**src/rtl/core/tmwc_pkg.sv**
```systemverilog
// Package with shared constants and types for the trimmed mean window classifier.
`default_nettype none
package tmwc_pkg;

  localparam int unsigned SampleW      = 12;
  localparam int unsigned StateW       = 2;
  localparam int unsigned TrimShiftDef = 3;
  localparam int unsigned ApbAddrW     = 5;
  localparam int unsigned ApbDataW     = 32;
  localparam int unsigned InTdataW     = 16;
  localparam int unsigned OutTdataW    = 16;
  localparam int unsigned RegIdxW      = 3;

  localparam logic [SampleW-1:0] SampleMax = {SampleW{1'b1}};

  localparam logic [SampleW-1:0] StandbyLowRst  = 12'd459;
  localparam logic [SampleW-1:0] StandbyHighRst = 12'd657;
  localparam logic [SampleW-1:0] DetectedLowRst  = 12'd831;
  localparam logic [SampleW-1:0] DetectedHighRst = 12'd1029;
  localparam logic [SampleW-1:0] ReadyLowRst  = 12'd1203;
  localparam logic [SampleW-1:0] ReadyHighRst = 12'd1402;

  localparam logic [RegIdxW-1:0] RegStandbyLow   = 3'd0;
  localparam logic [RegIdxW-1:0] RegStandbyHigh  = 3'd1;
  localparam logic [RegIdxW-1:0] RegDetectedLow  = 3'd2;
  localparam logic [RegIdxW-1:0] RegDetectedHigh = 3'd3;
  localparam logic [RegIdxW-1:0] RegReadyLow     = 3'd4;
  localparam logic [RegIdxW-1:0] RegReadyHigh    = 3'd5;

  localparam logic [StateW-1:0] CodeStandby  = 2'd0;
  localparam logic [StateW-1:0] CodeDetected = 2'd1;
  localparam logic [StateW-1:0] CodeReady    = 2'd2;
  localparam logic [StateW-1:0] CodeNone     = 2'd3;

  typedef struct packed {
    logic [SampleW-1:0] standby_low;
    logic [SampleW-1:0] standby_high;
    logic [SampleW-1:0] detected_low;
    logic [SampleW-1:0] detected_high;
    logic [SampleW-1:0] ready_low;
    logic [SampleW-1:0] ready_high;
  } bounds_t;

  typedef struct packed {
    logic               valid;
    logic [SampleW-1:0] mean;
  } mean_req_t;

endpackage
`default_nettype wire

```
**src/rtl/core/tmwc_regs.sv**
```systemverilog
// APB register file holding the six window bounds.
`default_nettype none
module tmwc_regs
  import tmwc_pkg::*;
(
  input  wire logic                clk_i,
  input  wire logic                rst_ni,
  input  wire logic                psel,
  input  wire logic                penable,
  input  wire logic                pwrite,
  input  wire logic [ApbAddrW-1:0] paddr,
  input  wire logic [ApbDataW-1:0] pwdata,
  output logic      [ApbDataW-1:0] prdata,
  output logic                     pready,
  output bounds_t                  bounds_o
);

  bounds_t            bounds_q;
  logic [RegIdxW-1:0] idx;
  logic               wr_en;
  logic [SampleW-1:0] wval;
  logic [SampleW-1:0] rval;

  assign idx    = paddr[ApbAddrW-1:2];
  assign wr_en  = psel && penable && pwrite;
  assign wval   = pwdata[SampleW-1:0];
  assign pready = 1'b1;

  always_ff @(posedge clk_i or negedge rst_ni) begin
    if (!rst_ni) begin
      bounds_q.standby_low   <= StandbyLowRst;
      bounds_q.standby_high  <= StandbyHighRst;
      bounds_q.detected_low  <= DetectedLowRst;
      bounds_q.detected_high <= DetectedHighRst;
      bounds_q.ready_low     <= ReadyLowRst;
      bounds_q.ready_high    <= ReadyHighRst;
    end else if (wr_en) begin
      case (idx)
        RegStandbyLow:   bounds_q.standby_low   <= wval;
        RegStandbyHigh:  bounds_q.standby_high  <= wval;
        RegDetectedLow:  bounds_q.detected_low  <= wval;
        RegDetectedHigh: bounds_q.detected_high <= wval;
        RegReadyLow:     bounds_q.ready_low     <= wval;
        RegReadyHigh:    bounds_q.ready_high    <= wval;
        default: ;
      endcase
    end
  end

  always_comb begin
    case (idx)
      RegStandbyLow:   rval = bounds_q.standby_low;
      RegStandbyHigh:  rval = bounds_q.standby_high;
      RegDetectedLow:  rval = bounds_q.detected_low;
      RegDetectedHigh: rval = bounds_q.detected_high;
      RegReadyLow:     rval = bounds_q.ready_low;
      RegReadyHigh:    rval = bounds_q.ready_high;
      default:         rval = '0;
    endcase
  end

  assign prdata   = {{(ApbDataW-SampleW){1'b0}}, rval};
  assign bounds_o = bounds_q;

endmodule
`default_nettype wire

```
**src/rtl/core/tmwc_accum.sv**
```systemverilog
// Input register and running sum, minimum and maximum over one frame.
`default_nettype none
module tmwc_accum
  import tmwc_pkg::*;
#(
  parameter int unsigned TRIM_SHIFT = TrimShiftDef
) (
  input  wire logic               clk_i,
  input  wire logic               rst_ni,
  input  wire logic               in_valid_i,
  output logic                    in_ready_o,
  input  wire logic [SampleW-1:0] sample_i,
  input  wire logic               mean_ready_i,
  output mean_req_t               mean_o
);

  localparam int unsigned FrameLen = (1 << TRIM_SHIFT) + 2;
  localparam int unsigned CountW   = $clog2(FrameLen);
  localparam int unsigned SumW     = SampleW + $clog2(FrameLen);
  localparam logic [CountW-1:0] LastCount = CountW'(FrameLen - 1);

  logic               iv_q, iv_d;
  logic [SampleW-1:0] sample_q;
  logic [CountW-1:0]  count_q, count_d;
  logic [SumW-1:0]    sum_q, sum_d;
  logic [SampleW-1:0] min_q, min_d;
  logic [SampleW-1:0] max_q, max_d;
  logic               mv_q, mv_d;
  logic [SampleW-1:0] mean_q, mean_d;

  logic               frame_end;
  logic               consume;
  logic               accept;
  logic [SumW-1:0]    new_sum;
  logic [SampleW-1:0] new_min;
  logic [SampleW-1:0] new_max;
  logic [SumW-1:0]    trimmed;

  assign frame_end  = (count_q == LastCount);
  assign consume    = iv_q && (!frame_end || !mv_q || mean_ready_i);
  assign in_ready_o = !iv_q || consume;
  assign accept     = in_valid_i && in_ready_o;

  assign new_sum = sum_q + SumW'(sample_q);
  assign new_min = (sample_q < min_q) ? sample_q : min_q;
  assign new_max = (sample_q > max_q) ? sample_q : max_q;
  assign trimmed = new_sum - SumW'(new_min) - SumW'(new_max);

  always_comb begin
    iv_d    = iv_q;
    count_d = count_q;
    sum_d   = sum_q;
    min_d   = min_q;
    max_d   = max_q;
    mv_d    = mv_q && !mean_ready_i;
    mean_d  = mean_q;
    if (consume) begin
      iv_d = 1'b0;
      if (frame_end) begin
        count_d = '0;
        sum_d   = '0;
        min_d   = SampleMax;
        max_d   = '0;
        mv_d    = 1'b1;
        mean_d  = trimmed[TRIM_SHIFT +: SampleW];
      end else begin
        count_d = count_q + 1'b1;
        sum_d   = new_sum;
        min_d   = new_min;
        max_d   = new_max;
      end
    end
    if (accept) begin
      iv_d = 1'b1;
    end
  end

  always_ff @(posedge clk_i or negedge rst_ni) begin
    if (!rst_ni) begin
      iv_q    <= 1'b0;
      count_q <= '0;
      sum_q   <= '0;
      min_q   <= SampleMax;
      max_q   <= '0;
      mv_q    <= 1'b0;
    end else begin
      iv_q    <= iv_d;
      count_q <= count_d;
      sum_q   <= sum_d;
      min_q   <= min_d;
      max_q   <= max_d;
      mv_q    <= mv_d;
    end
  end

  always_ff @(posedge clk_i) begin
    if (accept) begin
      sample_q <= sample_i;
    end
    mean_q <= mean_d;
  end

  assign mean_o.valid = mv_q;
  assign mean_o.mean  = mean_q;

endmodule
`default_nettype wire

```
**src/rtl/core/tmwc_classify.sv**
```systemverilog
// Window comparison, change detection and the result register.
`default_nettype none
module tmwc_classify
  import tmwc_pkg::*;
(
  input  wire logic              clk_i,
  input  wire logic              rst_ni,
  input  mean_req_t              mean_i,
  output logic                   mean_ready_o,
  input  bounds_t                bounds_i,
  output logic                   out_valid_o,
  input  wire logic              out_ready_i,
  output logic [StateW-1:0]      pilot_state_o,
  output logic [SampleW-1:0]     mean_value_o
);

  logic               ov_q, ov_d;
  logic [StateW-1:0]  last_q, last_d;
  logic [StateW-1:0]  state_q, state_d;
  logic [SampleW-1:0] value_q, value_d;
  logic               take;
  logic               hit;
  logic [StateW-1:0]  code;
  logic               in_sb, in_det, in_rdy;

  assign mean_ready_o = !ov_q || out_ready_i;
  assign take         = mean_i.valid && mean_ready_o;

  assign in_sb  = (mean_i.mean > bounds_i.standby_low) &&
                  (mean_i.mean < bounds_i.standby_high);
  assign in_det = (mean_i.mean > bounds_i.detected_low) &&
                  (mean_i.mean < bounds_i.detected_high);
  assign in_rdy = (mean_i.mean > bounds_i.ready_low) &&
                  (mean_i.mean < bounds_i.ready_high);

  always_comb begin
    hit  = 1'b1;
    code = CodeNone;
    if (in_sb) begin
      code = CodeStandby;
    end else if (in_det) begin
      code = CodeDetected;
    end else if (in_rdy) begin
      code = CodeReady;
    end else begin
      hit = 1'b0;
    end
  end

  always_comb begin
    ov_d    = ov_q && !out_ready_i;
    last_d  = last_q;
    state_d = state_q;
    value_d = value_q;
    if (take && hit && (code != last_q)) begin
      ov_d    = 1'b1;
      last_d  = code;
      state_d = code;
      value_d = mean_i.mean;
    end
  end

  always_ff @(posedge clk_i or negedge rst_ni) begin
    if (!rst_ni) begin
      ov_q   <= 1'b0;
      last_q <= CodeNone;
    end else begin
      ov_q   <= ov_d;
      last_q <= last_d;
    end
  end

  always_ff @(posedge clk_i) begin
    state_q <= state_d;
    value_q <= value_d;
  end

  assign out_valid_o   = ov_q;
  assign pilot_state_o = state_q;
  assign mean_value_o  = value_q;

endmodule
`default_nettype wire

```
**src/rtl/core/trimmed_mean_window_classifier.sv**
```systemverilog
// Top level of the trimmed mean window classifier.
//
//   Channel  Direction  Contents
//   s_axis   in         one 12-bit sample per request
//   m_axis   out        state code and trimmed mean, at most one per frame
//   apb      in/out     six 12-bit window bounds
//
// One sample is taken per cycle while the input does not stall. A frame
// of 2^TRIM_SHIFT+2 samples yields its mean in the mean register once its
// last sample leaves the input register, then any report in the output
// register, which lets samples keep flowing while a report waits; input
// stalls only when a report waits, a further mean waits behind it and the
// last sample of another frame has arrived. Reset clears the frame
// statistics and the last reported code and restores the default bounds.
`default_nettype none
module trimmed_mean_window_classifier
  import tmwc_pkg::*;
#(
  parameter int unsigned TRIM_SHIFT = TrimShiftDef
) (
  input  wire logic                 clk_i,
  input  wire logic                 rst_ni,
  input  wire logic                 s_axis_tvalid_i,
  output logic                      s_axis_tready_o,
  // [11:0] sample
  input  wire logic [InTdataW-1:0]  s_axis_tdata_i,
  output logic                      m_axis_tvalid_o,
  input  wire logic                 m_axis_tready_i,
  // [1:0] pilot_state, [13:2] mean_value
  output logic      [OutTdataW-1:0] m_axis_tdata_o,
  input  wire logic                 psel,
  input  wire logic                 penable,
  input  wire logic                 pwrite,
  input  wire logic [ApbAddrW-1:0]  paddr,
  input  wire logic [ApbDataW-1:0]  pwdata,
  output logic      [ApbDataW-1:0]  prdata,
  output logic                      pready
);

  bounds_t            bounds;
  mean_req_t          mean_req;
  logic               mean_ready;
  logic [StateW-1:0]  pilot_state;
  logic [SampleW-1:0] mean_value;

  tmwc_regs u_regs (
    .clk_i    (clk_i),
    .rst_ni   (rst_ni),
    .psel     (psel),
    .penable  (penable),
    .pwrite   (pwrite),
    .paddr    (paddr),
    .pwdata   (pwdata),
    .prdata   (prdata),
    .pready   (pready),
    .bounds_o (bounds)
  );

  tmwc_accum #(
    .TRIM_SHIFT (TRIM_SHIFT)
  ) u_accum (
    .clk_i        (clk_i),
    .rst_ni       (rst_ni),
    .in_valid_i   (s_axis_tvalid_i),
    .in_ready_o   (s_axis_tready_o),
    .sample_i     (s_axis_tdata_i[SampleW-1:0]),
    .mean_ready_i (mean_ready),
    .mean_o       (mean_req)
  );

  tmwc_classify u_classify (
    .clk_i         (clk_i),
    .rst_ni        (rst_ni),
    .mean_i        (mean_req),
    .mean_ready_o  (mean_ready),
    .bounds_i      (bounds),
    .out_valid_o   (m_axis_tvalid_o),
    .out_ready_i   (m_axis_tready_i),
    .pilot_state_o (pilot_state),
    .mean_value_o  (mean_value)
  );

  assign m_axis_tdata_o = {{(OutTdataW-StateW-SampleW){1'b0}}, mean_value, pilot_state};

endmodule
`default_nettype wire

```
**config.mk**
```make
export PLATFORM = sky130hd
export DESIGN_NAME = trimmed_mean_window_classifier
export DESIGN_NICKNAME = d
export VERILOG_FILES = /design/src/rtl/core/tmwc_pkg.sv /design/src/rtl/core/tmwc_regs.sv /design/src/rtl/core/tmwc_accum.sv /design/src/rtl/core/tmwc_classify.sv /design/src/rtl/core/trimmed_mean_window_classifier.sv
export SDC_FILE = /design/constraint.sdc
export NUM_CORES = 1
export LEC_CHECK = 0
export ABC_AREA = 0
export BUFFER_PORTS_ARGS = -buffer_cell sky130_fd_sc_hd__buf_2
export CAP_MARGIN = 5
export CORE_UTILIZATION = 54
export DETAILED_ROUTE_END_ITERATION = 10
export GPL_ROUTABILITY_DRIVEN = 0
export PLACE_DENSITY = 0.77
export SYNTH_ARGS = -nofsm -noshare
export SYNTH_HDL_FRONTEND = slang
export SYNTH_SLANG_ARGS = --single-unit
```
**constraint.sdc**
```tcl
create_clock -name clk_i -period 4.71 [get_ports clk_i]
set_input_delay 0.2355 -clock clk_i [delete_from_list [all_inputs] [get_ports clk_i]]
set_output_delay 0.2355 -clock clk_i [all_outputs]
set_load 0.01 [all_outputs]
```
* Word-level counts from Yosys, hierarchy flattened
Index checks and enable logic that the tools add are counted.
Cells by class: muxes and demuxes 18, equal/unequal tests 7, reduce and logical (&&, ||, !) cells 31, magnitude comparators 8, add/sub/neg operators 4
Operators with widths (number):
- $pmux W12 S6 | 1
- $gt A12 B12 Y1 | 4
- $lt A12 B12 Y1 | 4
- $mux W12 | 4
- $sub A15 B12 Y15 | 2
- $add A16 B12 Y16 | 1
- $mux W16 | 1
- $reduce_and A2 Y1 | 7
- $logic_and A1 B1 Y1 | 12
- $mux W1 | 9
- $eq A3 B2 Y1 const B | 2
- $eq A3 B3 Y1 const B | 2
- $logic_not A1 Y1 | 6
- $add A4 B1 Y4 const B | 1
- $eq A4 B4 Y1 const B | 1
- $logic_or A1 B1 Y1 | 4
- $mux W2 | 2
- $mux W4 | 1
- $eq A3 B1 Y1 const B | 1
- $logic_not A3 Y1 | 1
- $ne A2 B2 Y1 | 1
- $reduce_bool A2 Y1 | 1
Storage, ports and cells: output and inout port bits 51, flip-flop bits (word level) 159, input port bits 60

* Longest topological paths before layout
word-level depth 8, depth in mapped cells 22

* Hierarchy
A second synthesis with hierarchy kept.
Unflattened totals: cells, all modules 983, area total of the unflattened synthesis 10598.9 um^2
By module, submodules not included:
- tmwc_accum | instances 1, cells each 438, area each 4647.0 um^2
- tmwc_regs | instances 1, cells each 265, area each 3559.7 um^2
- tmwc_classify | instances 1, cells each 277, area each 2373.5 um^2
- trimmed_mean_window_classifier | instances 1, cells each 3, area each 18.8 um^2

* Worst setup path before layout
Ideal clock, no wire load.
path kind register to register, start register u_accum.min_q[1], end register u_accum.mean_q[11], data pin, library setup time 0.260 ns, period minus slack after synthesis 4.492 ns, setup slack 0.218 ns, arrival 4.231 ns, path buffers 1, required time 4.450 ns, stages on the path, launching flop included 21, cells stage by stage dfstp_2 > inv_1 > ha_1 > a21o_1 > a21o_1 > a21oi_1 > o211ai_1 > a31oi_4 > buf_2 > nor2_1 > a21oi_1 > fa_1 > ha_1 > o21a_1 > o31a_1 > o41ai_2 > a31oi_2 > a31oi_4 > and4_1 > a311oi_2 > xnor2_1
Between the ends: word-level cells in the longest chain between the ends 4
RTL lines:
- start: declaration | line tmwc_accum.sv:26 | logic [SampleW-1:0] min_q, min_d;
- start signal: assignment | line tmwc_accum.sv:83 | min_q <= SampleMax;
- start signal: assignment | line tmwc_accum.sv:90 | min_q <= min_d;
- $lt A12 B12 Y1 | line tmwc_accum.sv:45 | assign new_min = (sample_q < min_q) ? sample_q : min_q;
- $mux W12 * | line tmwc_accum.sv:45
- $sub A15 B12 Y15 * (2 in series) | line tmwc_accum.sv:47 | assign trimmed = new_sum - SumW'(new_min) - SumW'(new_max);
- net u_accum.trimmed[14] | line tmwc_accum.sv:37 | logic [SumW-1:0] trimmed;
- end signal: assignment | line tmwc_accum.sv:100 | mean_q <= mean_d;
- end: declaration | line tmwc_accum.sv:29 | logic [SampleW-1:0] mean_q, mean_d;
The timed path passes the listed nets; every way through them passes the cells marked *. A chain may end at the register's enable or synchronous reset.

* Worst setup path in the final report
start register u_accum.sample_q[8], end register u_accum.mean_q[11], data pin
Between the ends: word-level cells in the longest chain between the ends 4
RTL lines:
- start: declaration | line tmwc_accum.sv:23 | logic [SampleW-1:0] sample_q;
- start signal: assignment | line tmwc_accum.sv:98 | sample_q <= sample_i;
- $lt A12 B12 Y1 | line tmwc_accum.sv:45
- $mux W12 | line tmwc_accum.sv:45
- $sub A15 B12 Y15 | line tmwc_accum.sv:47
- $sub A15 B12 Y15 * | line tmwc_accum.sv:47
- net u_accum.trimmed[14] | line tmwc_accum.sv:37
Marks and branches as above.

==> results.md <==
- Kind of cell adding the most delay to the critical path: compound AO/OA/AOI/OAI gates
- # DRC: 0
- Met2 Track Usage GR: 42.6%
- Hold Vio Cnt, Final: 3
- Kind of critical path: flip-flop to flip-flop
- Layout cells sized above 1: 23.0%
- EDFF count, synth: 38
- Avg WL per Cell: 18.1 µm
- TritonCTS Sinks: 158
- Met3 usage: 4.72%
- Setup violations, final: 0
- Largest net degree at the start of global routing: 81
- Met1 usage: 32.2%
- Startpoint types: flip-flop
- Initial Util: 54.9%
- WP data required: 4.87 ns
- Max frequency: 217 MHz
- Vias per inst: 5.78
- Post-route insts no fill: 1357
- Worst hold margin: -0.0129 ns
- Worst skew pair latency: 0.42 ns
- Placed cells: 1304
- Area Growth Syn to Fin: 15.4%
- Top_reg_cell synth: dfrtp_1
- Yosys top cell by area: dfrtp_1
- Power per standard cell area: 732 nW/µm²
- Row cnt: 50
- FF-to-FF path depth: 20
- Total power draw: 8.67 mW
- Die Y: 140 µm
- R2r endpoint: u_accum.mean_q[11]$_DFFE_PP_
- Pins Over Slew Limit: 0
- Failing checks: hold timing
- DRT Pass-1 Iters: 4
- Tcrit/Tclk final: 97.9%
- Synth cell types: 66
- Synth top area cells: dfrtp_1 18%, ha_1 14%, dfstp_2 12%
- Mean Syn Cell Area: 10.1 µm²
- Final min period: 4.61 ns
- Sequential share of the synthesized area: 40.9%
- Slowest cell delay on critical path: 0.46 ns
- CTS tree: built
- Crit-path cells: ha_4 > nand3_4 > o22ai_2 > o21a_1 > o21a_1 > o21ai_2 > a21oi_4 > buf_12 > mux2i_1 > ha_1 > a21o_1 > ha_4 > nor2b_4 > o31a_1 > o41ai_4 > a31oi_4 > a31oi_4 > and4_1 > a311oi_2 > xnor2_1
- Total grt overflow: 0
- Root Buffer: clkbuf_16
- WL final: 24600 µm
- Type of the most critical hold path: primary input to async pin
- CTS Buf Count: 17
- Initial antenna violation count: 0
- Die X: 140 µm
- GR peak layer: met2
- Core box area: 18700 µm²
- Ant diodes: 0
- Max stage delay cell, worst path: edfxtp_1
- Reg power frac: 26.8%
- Clock power frac: 14.8%
- DRT iter0 DRCs: 425
- Port bufs: 61
- Most common cell in the netlist: ha_1
- R2R Setup Slk: 0.1 ns
- IO Pins: 111
- Clock Skew: 0.0107 ns
- Final nets: 1299
- First-pass GRT wire length: 38700 µm
- Instance count on the critical path: 20
- Internal: 5.15 mW
- Filler cells: 1446
- Mapped Area: 10300 µm²
- Cells after Synth: 1017
- Combinational power share: 58.4%
- Reg clk slew, reported paths: 0.07 ns
- Yosys reg bits: 158
- Max Cap Viol: 0
- Status: finished with violations
- Total Routing Usage GR: 25.6%
- Critical R2R Launch: u_accum.sample_q[8]$_DFFE_PP_
- Worst VDD drop: 0.000515 V
- CP endpoint kind: flip-flop
- Slew of the pin with the lowest slew margin: 1.11 ns
- Post-synth top cells: 118 x ha_1, 107 x inv_1, 77 x nor2_1
- RSZ-0062 raised after global routing: true
- Die ar.: 19600 µm²
- P_sw: 3.53 mW
- Crit path DAT: 4.78 ns
- Max FO, Critical Path: 6
- Switch share: 40.6%
- Async SR Flop Fraction: 75.9%
- Dpl hpwl: 17600 µm
- Vias in the first global route: 7625
- Leakage: 5.46 nW
- CP bufs+invs: 1
- Rel. slew slack: 26.0%
- Maximum root-to-sink buffer count: 2
- YS warnings: 0
- Proportion of netlist area held by the largest area contributor: 17.5%
- Remaining antenna violation count: 0
- Via count: 7840
- Htree depth: 4
registers in the layout, indices dropped and copies added (netlist names), 4 cells and up:
register	flops
u_accum.min_q	12
u_accum.count_q	4
u_classify.mean_value_o	12
u_accum.max_q	12
u_accum.sample_q	12
u_regs.bounds_o	72
u_accum.sum_q	15
u_accum.mean_q	12
layer usage:
| layer | wire (µm) | vias up | part of all wire [%] |
|---|---|---|---|
| met4 | 982 | 0 | 4.0 |
| li1 | - | 3762 | - |
| met3 | 1180 | 64 | 4.8 |
| met2 | 11800 | 217 | 48 |
| met1 | 10600 | 3797 | 43 |
| met5 | 0 | - | 0 |
final cells by class:
| class | count | area [µm²] | share of cell area [%] |
|---|---|---|---|
| Clock inverter | 10 | 92.6 | 0.781 |
| Tap cell | 234 | 293 | 2.47 |
| Sequential cell | 158 | 4200 | 35.5 |
| Clock buffer | 22 | 444 | 3.75 |
| Timing Repair Buffer | 109 | 764 | 6.45 |
| Inverter | 107 | 402 | 3.39 |
| Multi-Input combinational cell | 717 | 5660 | 47.7 |
logic make-up (layout without fill, tap and decap cells):
group	after synthesis	count (layout)	synth area share [%]
muxes	56	56	5.93
adders and majority gates	129	129	16.5
xor gates and xnor gates	18	18	1.53
DFF	158	158	40.9
AOI/OAI and AO/OA	271	271	18.2
other	2	23	0.0731
and+or+nand+nor	220	220	9.97
buffers and inverters	163	248	6.90
how the worst max path moves through the flow:
stage / from / end
2_1_floorplan: u_accum.min_q[1]$_DFFE_PN1P_ / u_accum.mean_q[11]$_DFFE_PP_
3_3_place_gp: u_accum.min_q[1]$_DFFE_PN1P_ / u_accum.mean_q[11]$_DFFE_PP_
3_5_place_dp: u_accum.min_q[1]$_DFFE_PN1P_ / u_accum.mean_q[11]$_DFFE_PP_
4_1_cts: u_accum.min_q[1]$_DFFE_PN1P_ / u_accum.mean_q[11]$_DFFE_PP_
5_1_grt: u_accum.sample_q[2]$_DFFE_PP_ / u_accum.mean_q[11]$_DFFE_PP_
6_report: u_accum.sample_q[8]$_DFFE_PP_ / u_accum.mean_q[11]$_DFFE_PP_
layout by cell type (no fill, tap or decap), types with 17 or more instances in the layout:
master,synthesis,final
a22o_1,24,24
clkbuf_16,0,19
a21o_1,27,27
nor2_1,77,75
edfxtp_1,38,38
buf_4,24,31
conb_1,2,23
mux2_2,39,39
mux2i_1,17,17
dfstp_2,48,48
o21ai_0,60,56
a21oi_1,62,53
nand2_1,61,61
dfrtp_1,72,72
ha_1,118,111
buf_2,6,60
inv_1,107,105
repair_timing:
item	in CTS	in global routing
pin swaps	1	24
buffers inserted	1	5
endpoints found under the hold margin	13	0
cloned	0	2
endpoints found under the setup margin	1	1
resized for setup	3	35
hold buffers	13	0
power by group through the flow:
stage	registers, mW	clock network (mW)	logic (mW)
final	2.32	1.29	5.06
after global routing	2.37	1.36	5.58
after CTS	2.32	1.31	4.77
after detailed placement	2.34	0	4.62
after global placement	2.32	0	4.48
after floorplan	2.26	0	3.39
per-stage QoR:
stage          util (%)  worst slack (ns)  cell area (µm²)  setup TNS, ns
3_3_place_gp       58.2            0.0394            10900              0
4_1_cts            62.0            0.0272            11600              0
6_report           63.4            0.0971            11900              0
2_1_floorplan         -             0.218            10400              0
5_1_grt            63.4           -0.0979            11900        -0.0979
3_5_place_dp       58.2           -0.0632            10900        -0.0632
Power figures use the tool's default switching activity.
